[config.mk]
export PLATFORM = sky130hd
export DESIGN_NAME = keyed_counter_table
export DESIGN_NICKNAME = d
export VERILOG_FILES = /design/src/sv/kct_pkg.sv /design/src/sv/keyed_counter_table.sv /design/src/sv/kct_search.sv /design/src/sv/kct_count_mem.sv
export SDC_FILE = /design/constraint.sdc
export NUM_CORES = 2
export LEC_CHECK = 0
export BUFFER_PORTS_ARGS = -buffer_cell sky130_fd_sc_hd__buf_2
export CORE_MARGIN = 10
export CORE_UTILIZATION = 40
export CTS_BUF_LIST = sky130_fd_sc_hd__clkbuf_4
export DETAILED_ROUTE_END_ITERATION = 16
export GPL_TIMING_DRIVEN = 0
export PLACE_DENSITY = 0.66
export SLEW_MARGIN = 20
export SYNTH_ARGS = -nofsm -noshare
export SYNTH_HDL_FRONTEND = slang
export SYNTH_SLANG_ARGS = --single-unit
[constraint.sdc]
create_clock -name clk_i -period 8.56 [get_ports clk_i]
set_clock_uncertainty 0.05 [all_clocks]
set_input_delay 0.428 -clock clk_i [delete_from_list [all_inputs] [get_ports clk_i]]
set_output_delay 0.428 -clock clk_i [all_outputs]
set_load 0.02 [all_outputs]
[src/sv/kct_pkg.sv]
// Package for the keyed counter table: sizes, opcode and status codes,
// and the memory write and search result bundles.
// No dependencies.
package kct_pkg;

  localparam int TABLE_ENTRIES = 64;
  localparam int KEY_W         = 32;
  localparam int CNT_DATA_W    = 32;
  localparam int IDX_W         = (TABLE_ENTRIES > 1) ? $clog2(TABLE_ENTRIES) : 1;
  localparam int CNT_W         = $clog2(TABLE_ENTRIES + 1);

  typedef enum logic [1:0] {
    OP_ADD = 2'd0,
    OP_SET = 2'd1,
    OP_GET = 2'd2
  } kct_op_e;

  typedef enum logic [1:0] {
    ST_OK        = 2'd0,
    ST_NOT_FOUND = 2'd1,
    ST_FULL      = 2'd2
  } kct_status_e;

  // One write into a table memory
  typedef struct packed {
    logic             en;
    logic [IDX_W-1:0] addr;
    logic [31:0]      data;
  } kct_wr_t;

  // Outcome of a key search, valid for the cycle in which done is high
  typedef struct packed {
    logic             done;
    logic             hit;
    logic [IDX_W-1:0] slot;
  } kct_srch_t;

endpackage

[src/sv/keyed_counter_table.sv]
// Keyed counter table: 32-bit counters looked up by 32-bit key.
// On a miss the search scans every slot below the fill count; on a hit it stops
// at the matching slot (linear key search, one key memory read per cycle).
// Throughput: one item at a time; the next item is taken once the result
// is loaded into the output register. Opcode three skips the search and returns OK, zero.
// Reset clears the fill count and control state; memories are not cleared.
module keyed_counter_table (
  input  logic               clk_i,
  input  logic               rst_ni,
  input  logic               in_valid_i,
  output logic               in_ready_o,
  input  logic [1:0]         opcode_i,
  input  logic signed [31:0] key_i,
  input  logic signed [31:0] value_in_i,
  output logic               out_valid_o,
  input  logic               out_ready_i,
  output logic [1:0]         status_o,
  output logic signed [31:0] value_out_o
);
  import kct_pkg::*;

  typedef enum logic [3:0] {
    S_IDLE   = 4'b0001,
    S_SEARCH = 4'b0010,
    S_UPDATE = 4'b0100,
    S_EMIT   = 4'b1000
  } kct_state_e;

  kct_state_e       state_q, state_d;
  logic [CNT_W-1:0] fill_q, fill_d;
  logic [1:0]       op_q;
  logic [31:0]      key_q;
  logic [31:0]      val_q;
  logic             hit_q;
  logic [IDX_W-1:0] slot_q;
  logic [1:0]       res_status_q, res_status_d;
  logic [31:0]      res_value_q, res_value_d;
  logic             out_valid_q, out_valid_d;
  logic [1:0]       out_status_q;
  logic [31:0]      out_value_q;

  logic             accept;
  logic             start;
  logic             out_load;
  kct_srch_t        srch;
  kct_wr_t          key_wr;
  kct_wr_t          cnt_wr;
  logic [31:0]      cnt_rd_data;

  assign in_ready_o = (state_q == S_IDLE);
  assign accept     = in_valid_i && in_ready_o;
  assign start      = accept && (opcode_i != OP_ADD) && (opcode_i != OP_SET)
                      ? (opcode_i == OP_GET) : accept;
  assign out_load   = (state_q == S_EMIT) && (!out_valid_q || out_ready_i);

  kct_search u_search (
    .clk_i  (clk_i),
    .rst_ni (rst_ni),
    .start_i(start),
    .key_i  (key_i),
    .fill_i (fill_q),
    .wr_i   (key_wr),
    .srch_o (srch)
  );

  kct_count_mem u_count (
    .clk_i    (clk_i),
    .rd_en_i  (srch.done),
    .rd_addr_i(srch.slot),
    .rd_data_o(cnt_rd_data),
    .wr_i     (cnt_wr)
  );

  // Sequence one item: search, read-modify-write, emit (opcode three goes straight to emit)
  always_comb begin
    state_d      = state_q;
    fill_d       = fill_q;
    res_status_d = res_status_q;
    res_value_d  = res_value_q;
    key_wr       = '{en: 1'b0, addr: fill_q[IDX_W-1:0], data: key_q};
    cnt_wr       = '{en: 1'b0, addr: slot_q, data: val_q};
    unique case (state_q)
      S_IDLE: begin
        if (accept) begin
          res_status_d = ST_OK;
          res_value_d  = '0;
          state_d      = start ? S_SEARCH : S_EMIT;
        end
      end
      S_SEARCH: begin
        if (srch.done) begin
          state_d = S_UPDATE;
        end
      end
      S_UPDATE: begin
        state_d = S_EMIT;
        if (hit_q) begin
          unique case (kct_op_e'(op_q))
            OP_ADD: begin
              cnt_wr.en   = 1'b1;
              cnt_wr.data = cnt_rd_data + val_q;
            end
            OP_SET: begin
              cnt_wr.en = 1'b1;
            end
            OP_GET: begin
              res_value_d = cnt_rd_data;
            end
            default: begin
            end
          endcase
        end else if (fill_q >= CNT_W'(TABLE_ENTRIES)) begin
          res_status_d = ST_FULL;
        end else if (op_q == OP_GET) begin
          res_status_d = ST_NOT_FOUND;
        end else begin
          // Insert the key in the next free slot
          key_wr.en   = 1'b1;
          cnt_wr.en   = 1'b1;
          cnt_wr.addr = fill_q[IDX_W-1:0];
          fill_d      = fill_q + CNT_W'(1);
        end
      end
      S_EMIT: begin
        if (out_load) begin
          state_d = S_IDLE;
        end
      end
      default: begin
        state_d = S_IDLE;
      end
    endcase
  end

  // Hold the output item until taken
  always_comb begin
    out_valid_d = out_valid_q;
    if (out_load) begin
      out_valid_d = 1'b1;
    end else if (out_ready_i) begin
      out_valid_d = 1'b0;
    end
  end

  always_ff @(posedge clk_i or negedge rst_ni) begin
    if (!rst_ni) begin
      state_q     <= S_IDLE;
      fill_q      <= '0;
      out_valid_q <= 1'b0;
    end else begin
      state_q     <= state_d;
      fill_q      <= fill_d;
      out_valid_q <= out_valid_d;
    end
  end

  // Capture the item, the search outcome and the result
  always_ff @(posedge clk_i) begin
    if (accept) begin
      op_q  <= opcode_i;
      key_q <= key_i;
      val_q <= value_in_i;
    end
    if (srch.done) begin
      hit_q  <= srch.hit;
      slot_q <= srch.slot;
    end
    res_status_q <= res_status_d;
    res_value_q  <= res_value_d;
    if (out_load) begin
      out_status_q <= res_status_q;
      out_value_q  <= res_value_q;
    end
  end

  assign out_valid_o = out_valid_q;
  assign status_o    = out_status_q;
  assign value_out_o = out_value_q;

endmodule

[src/sv/kct_search.sv]
// Key memory of the keyed counter table with a linear search engine.
// Scans slots below the fill count, one read per cycle. Depends on kct_pkg.
module kct_search (
  input  logic                      clk_i,
  input  logic                      rst_ni,
  input  logic                      start_i,
  input  logic [31:0]               key_i,
  input  logic [kct_pkg::CNT_W-1:0] fill_i,
  input  kct_pkg::kct_wr_t          wr_i,
  output kct_pkg::kct_srch_t        srch_o
);
  import kct_pkg::*;

  logic [KEY_W-1:0] mem [TABLE_ENTRIES];
  logic [KEY_W-1:0] rd_data_q;
  logic [KEY_W-1:0] key_q;
  logic             busy_q, busy_d;
  logic [CNT_W-1:0] scan_q, scan_d;
  logic             cmp_valid_q;
  logic [IDX_W-1:0] cmp_idx_q;
  logic             hit_now;
  logic             finish;
  logic             issue;

  // Compare the slot read last cycle; stop on a match or once the scan reaches the fill count
  assign hit_now = cmp_valid_q && (rd_data_q == key_q);
  assign finish  = busy_q && (hit_now || (scan_q >= fill_i));
  assign issue   = busy_q && !finish;

  // Key memory: one write port, one registered read port
  always_ff @(posedge clk_i) begin
    if (wr_i.en) begin
      mem[wr_i.addr] <= wr_i.data;
    end
    if (issue) begin
      rd_data_q <= mem[scan_q[IDX_W-1:0]];
    end
  end

  // Advance the scan pointer
  always_comb begin
    busy_d = busy_q;
    scan_d = scan_q;
    if (start_i) begin
      busy_d = 1'b1;
      scan_d = '0;
    end else if (finish) begin
      busy_d = 1'b0;
    end else if (issue) begin
      scan_d = scan_q + CNT_W'(1);
    end
  end

  always_ff @(posedge clk_i or negedge rst_ni) begin
    if (!rst_ni) begin
      busy_q      <= 1'b0;
      scan_q      <= '0;
      cmp_valid_q <= 1'b0;
    end else begin
      busy_q      <= busy_d;
      scan_q      <= scan_d;
      cmp_valid_q <= issue;
    end
  end

  // Hold the search key and the slot under compare
  always_ff @(posedge clk_i) begin
    if (start_i) begin
      key_q <= key_i;
    end
    if (issue) begin
      cmp_idx_q <= scan_q[IDX_W-1:0];
    end
  end

  assign srch_o.done = finish;
  assign srch_o.hit  = hit_now;
  assign srch_o.slot = cmp_idx_q;

endmodule

[src/sv/kct_count_mem.sv]
// Counter memory of the keyed counter table: one write port and one
// read port with registered read data. Depends on kct_pkg.
module kct_count_mem (
  input  logic                      clk_i,
  input  logic                      rd_en_i,
  input  logic [kct_pkg::IDX_W-1:0] rd_addr_i,
  output logic [31:0]               rd_data_o,
  input  kct_pkg::kct_wr_t          wr_i
);
  import kct_pkg::*;

  logic [CNT_DATA_W-1:0] mem [TABLE_ENTRIES];
  logic [CNT_DATA_W-1:0] rd_data_q;

  // Write back and read one counter per cycle
  always_ff @(posedge clk_i) begin
    if (wr_i.en) begin
      mem[wr_i.addr] <= wr_i.data;
    end
    if (rd_en_i) begin
      rd_data_q <= mem[rd_addr_i];
    end
  end

  assign rd_data_o = rd_data_q;

endmodule

After elaboration in Yosys (flattened, before gate mapping)
Memory sizes are Yosys's and may differ from the RTL's. A register that Yosys moved wholly into a read port is not among the register bits.
Index checks and enable logic that the tools add are counted.
{ "classes": {"add_sub_neg": 3, "order_cmp": 2, "eq_ne": 17, "muxes": 38, "bitwise_logic": 3, "n_reduce_logical": 23} }
{ "op_table": {"columns": ["op", "n"], "rows": [
  ["two-way mux 32 bit", 5],
  ["one-hot mux 32 bit (2 select lines)", 1],
  ["two-way mux 39 bit", 1],
  ["two-way mux 7 bit", 5],
  ["adder 32 bit", 1],
  ["== test 32 bit", 1],
  ["two-way mux 4 bit", 4],
  ["one-hot mux 4 bit (4 select lines)", 1],
  ["two-way mux 1 bit", 15],
  ["adder 7 x 1 -> 7 bit, second input constant", 2],
  ["AND reduction 4 bit", 3],
  ["inequality test 2 bit, second input constant", 5],
  ["nonzero test 2 bit", 5],
  ["two-way mux 2 bit", 4],
  ["greater-or-equal comparator 7 bit", 1],
  ["greater-or-equal comparator 7 bit, second input constant", 1],
  ["logical AND 1 bit", 7],
  ["two-way mux 6 bit", 1],
  ["inequality test 2 x 1 -> 1 bit, second input constant", 3],
  ["== test 2 bit, second input constant", 2],
  ["== test 4 x 1 -> 1 bit, second input constant", 1],
  ["== test 4 x 2 -> 1 bit, second input constant", 1],
  ["== test 4 x 3 -> 1 bit, second input constant", 1],
  ["== test 4 bit, second input constant", 1],
  ["other kinds (10)", 14]
]} }
{ "totals": {"regBits": 200, "mem_bits_rw": 4096, "inputBits": 70, "out_inout_bits": 36, "elab_cells": 105, "n_memories": 2} }
{ "memory_table": {"columns": ["memory", "words", "width", "read_ports", "rd_clocked_by_memory_dff", "write_ports", "line", "rtl"], "rows": [
  ["u_count.mem", 64, 32, 1, 1, 1, "kct_count_mem.sv:12", "logic [CNT_DATA_W-1:0] mem [TABLE_ENTRIES];"],
  ["u_search.mem", 64, 32, 1, 1, 1, "kct_search.sv:14", "logic [KEY_W-1:0] mem [TABLE_ENTRIES];"]
]} }

Logic depth before layout (Yosys ltp)
{ "logic_depth": {"ltp_word": 9, "depth_mapped": 15, "depth_no_buf": 10} }

Modules after synthesis
Synthesis repeated with hierarchy kept, for this count alone.
{ "unflattened": {"hier_cells": 7373, "hier_area_um2": 167677.1} }
{ "by_module_without_submodules": {"columns": ["mod", "instances", "cells_each", "area_per_inst_um2", "seq_area_each_um2"], "rows": [
  ["kct_search", 1, 3444, 81449.4, 63826.2],
  ["kct_count_mem", 1, 3324, 78835.6, 62459.9],
  ["keyed_counter_table", 1, 605, 7392.1, 4535.6]
]} }

Worst setup path before layout
No wires, ideal clock.
{ "synth_path": {"kind": "register to register", "start": "register val_q[0]", "end": "memory u_count.mem[0][24], data pin", "setup_time_ps": 702, "arrival_time_ps": 5114, "t_required_ps": 7808, "path_slack_ps": 2695, "stages_incl_launch_ff": 11, "n_path_buf": 0, "period_less_slack_ps": 5865, "cell_sequence": "edfxtp_1 -> ha_1 -> fa_1 -> a21o_1 -> a221oi_1 -> a211oi_1 -> a2111oi_0 -> nor3_1 -> a41oi_1 -> xor2_1 -> o21ai_0"} }
{ "synth_lines": {"columns": ["item", "line", "rtl"], "rows": [
  ["from (decl)", "keyed_counter_table.sv:33", "logic [31:0] val_q;"],
  ["from (signal assigned)", "keyed_counter_table.sv:162", "val_q <= value_in_i;"],
  ["to (decl)", "kct_count_mem.sv:12", null]
]} }

Final worst setup path
{ "layout_path": {"start": "register state_q[1]", "end": "memory u_count.mem[34][17], enable pin"} }
{ "layout_between": {"elab_chain_len": 4} }
{ "layout_rtl": {"columns": ["item", "line", "rtl"], "rows": [
  ["from (decl)", "keyed_counter_table.sv:29", "kct_state_e state_q, state_d;"],
  ["from (signal assigned)", "keyed_counter_table.sv:151", "state_q <= state_d;"],
  ["== test 4 x 3 -> 1 bit *", "keyed_counter_table.sv:82", "unique case (state_q)"],
  ["two-way mux 39 bit *", "keyed_counter_table.sv:82", null],
  ["two-way mux 1 bit", "kct_count_mem.sv:17", "if (wr_i.en) begin"],
  ["two-way mux 1 bit (not written as such)", "kct_count_mem.sv:18", "mem[wr_i.addr] <= wr_i.data;"]
]} }
Every way passes the cells marked *; elsewhere a longest branch is shown, timed or not.

==> impl_metrics.json <==
{
  "drive_gt1_share_pct": 39.6,
  "yosysWarnings": 0,
  "clock-sinks": 4360,
  "endpoint_kind": "flip-flop",
  "finalSetupTns_ns": 0,
  "core_area_um2": 416000,
  "setup_violations": 0,
  "status": "complete, no violations",
  "criticalPathCategory": "flip-flop to flip-flop",
  "synth-edff-count": 4339,
  "max_slew.worst_pin.slew_ns": 1.23,
  "syn_to_final_growth_pct": 18.4,
  "slew_violations": 0,
  "synth_fa_ha_area_share_pct": 0.319,
  "reg2reg_to": "u_count.mem[34][17]",
  "ir_worst_vdd_uv": 164,
  "r2r_slack_ns": 3.31,
  "cts-hold-fix-buffers": 189,
  "power.density_nw_per_um2": 234,
  "synth-seq-area-share_pct": 78.3,
  "worstPathMaxFanout": 13,
  "synth_mux_area_share_pct": 17.8,
  "fmax_ghz": 0.191,
  "fp.dieW_um": 666,
  "dp_hpwl_um": 314000,
  "cts_resized": 0,
  "finalCritPeriodShare_pct": 61.3,
  "netlist_area_um2": 167000,
  "grt_max_degree": 53,
  "dp_slack_ns": 3.48,
  "finalWirelength_um": 459000,
  "drtIter0Drc": 12500,
  "timing.final.ws_setup_ns": 3.31,
  "synth-simple-area-share_pct": 1.22,
  "final_cell_mix": "edfxtp_1, clkbuf_4, mux4_2",
  "cts_tree": "built",
  "min_path_type": "primary input to flip-flop",
  "synth_cells": 6877,
  "cp.required_ns": 9.79,
  "critical_path_arrival_ns": 6.48,
  "crit_end": "u_count.mem[34][17]",
  "critPathLaunch": "state_q[1]",
  "port_buffers": 105,
  "ys_async_sr_fraction_pct": 0.482,
  "grt_setup_unrepaired": "no",
  "hold_slack_ns": 0.185,
  "fp.dieH_um": 666,
  "synth-compound-area-share_pct": 0.966,
  "finalCriticalPeriod_ns": 5.25,
  "reg2reg_depth": 11,
  "first_pass_iters": 6,
  "timing.final.hold_violations": 0,
  "post_drt_wl_per_cell_um": 31.0,
  "synth-xor-area-share_pct": 0.357,
  "drc_errors": 0,
  "relSlewSlack_pct": 17.7,
  "io_pins": 106,
  "start_kind": "flip-flop",
  "synthDistinctLibCells": 58,
  "cts_root_buf": "clkbuf_4",
  "clk_path_buf_depth": 5,
  "grt_pass1_wl_um": 646000,
  "dr_total_vias": 85900,
  "numCtsBuffers": 1132,
  "postCtsSetupBuffers": 0,
  "clk_pin_slew_ns": 0.07,
  "r2r_start": "state_q[1]",
  "place.gp.congestion": 0.895,
  "dieArea_um2": 444000,
  "leakage_nw": 61.8,
  "synth_fp_nets": 6989,
  "avgSynthCellArea_um2": 24.3,
  "num_rows": 237,
  "ys_ff_latch": 4360,
  "htreeDepth": 7,
  "antenna_found_initial": 26,
  "grtUsageTotal_pct": 20.5,
  "synth-main-ff-cell": "edfxtp_1",
  "cap_violations": 0,
  "overflow": 0,
  "grt_pass1_vias": 87600,
  "fin_nets": 8759,
  "viasPerCell": 5.79,
  "final_util_pct": 47.5,
  "final_common_cell": "edfxtp_1",
  "initial_core_util_pct": 40.1,
  "synth_top_family_by_area": "multiplexers",
  "final_antenna_net_count": 0,
  "clkLatencyLatePin_ns": 1.68
}
==> synth_stat cells, types with 5 or more instances <==
cell	n	area, um^2
buf_1	40	150
edfxtp_1	4339	130000
a21boi_0	5	37.5
inv_1	26	97.6
nand3_1	24	120
o211ai_1	6	45.0
or3_1	6	37.5
and2_1	39	244
mux2i_1	51	510
mux4_2	1297	29200
nor3_1	11	55.1
o21ai_0	56	280
buf_6	5	56.3
a21o_1	11	82.6
nor2b_1	52	325
nand2b_1	10	62.6
xnor2_1	29	254
buf_4	32	240
clkbuf_1	171	642
a21oi_1	87	435
nor4_1	14	87.6
dfrtp_1	20	500
nand4_1	13	81.3
xor2_1	39	342
o31ai_1	7	52.6
nand2_1	91	342
ha_1	41	513
a211oi_1	51	383
nor2_1	157	589
buf_2	99	495
==> worst max-delay path, stage by stage (launching register included) <==
cell      delay, ns
dfrtp_1        0.36
clkbuf_1       0.19
or3_1          0.47
nor4_2         0.88
buf_2          0.39
buf_2          0.26
nand2_1        0.06
o21ai_0        0.34
nand2_1        0.71
nor2_4         0.71
buf_12         0.26
buf_16         0.19
==> through the flow <==
stage	area, um^2	power [W]	cells
2_1_floorplan	167000	0.0276	6877
4_1_cts	198000	0.0465	14800
6_report	198000	0.0463	14800
5_1_grt	198000	0.0479	14800
3_3_place_gp	174000	0.0292	12500
3_5_place_dp	183000	0.0299	12800
==> layout make-up <==
cell class | instances | area, um^2
clock buffers | 1554 | 11700
fillers | 33500 | 219000
multi-input cells | 2144 | 35900
inverters | 26 | 100
diodes | 27 | 67.6
flip-flops and latches | 4360 | 131000
plain buffers | 347 | 1620
clock inverters | 245 | 1240
well taps | 5497 | 6880
repair buffers | 636 | 9420
==> power by group <==
| group | switching [W] | internal [W] | leakage (nW) | total, W |
|---|---|---|---|---|
| clock | 0.00809 | 0.00861 | 7.75 | 0.0167 |
| combinational | 0.00286 | 0.00143 | 14.8 | 0.00429 |
| sequential | 0.000345 | 0.0249 | 39.3 | 0.0253 |
==> flip-flops by register name, indices dropped and copies added (netlist names), 7 cells and up <==
register	flops
u_count.mem	2048
u_search.mem	2048
key_q	32
res_value_q	32
u_count.rd_data_o	32
u_search.key_q	32
u_search.rd_data_q	32
val_q	32
value_out_o	32
fill_q	7
u_search.scan_q	7
==> kinds of logic (layout without fill, tap and decap cells) <==
kind of cell	Yosys count	after routing
fa+ha+maj	42	42
flops	4360	4360
mux	1349	1349
compound gates	257	257
buf+inv	373	2808
other cells	0	27
xor+xnor	68	68
simple gates	428	428
==> how the worst min path moves through the flow <==
stage	startpoint	to	cells past startpoint	slack (ns)
after floorplan	rst_ni	fill_q[0]	0	0.08
after global placement	res_value_q[31]	value_out_o[31]	0	0.37
after detailed placement	res_value_q[20]	value_out_o[20]	0	0.36
after CTS	key_i[13]	u_search.key_q[13]	3	0.005
after global routing	key_i[17]	key_q[17]	3	0.05
final	key_i[17]	key_q[17]	3	0.19
==> per-layer routing <==
metal / routed length, um / part of all wire (%) / track usage (%)
met1: 170000 / 37 / 27.2
met4: 17000 / 3.7 / 8.56
met2: 221000 / 48 / 32.3
met5: 27 / 0.0059 / 0
met3: 51000 / 11 / 5.49
Note: power is estimated with default switching activity, not from simulation.
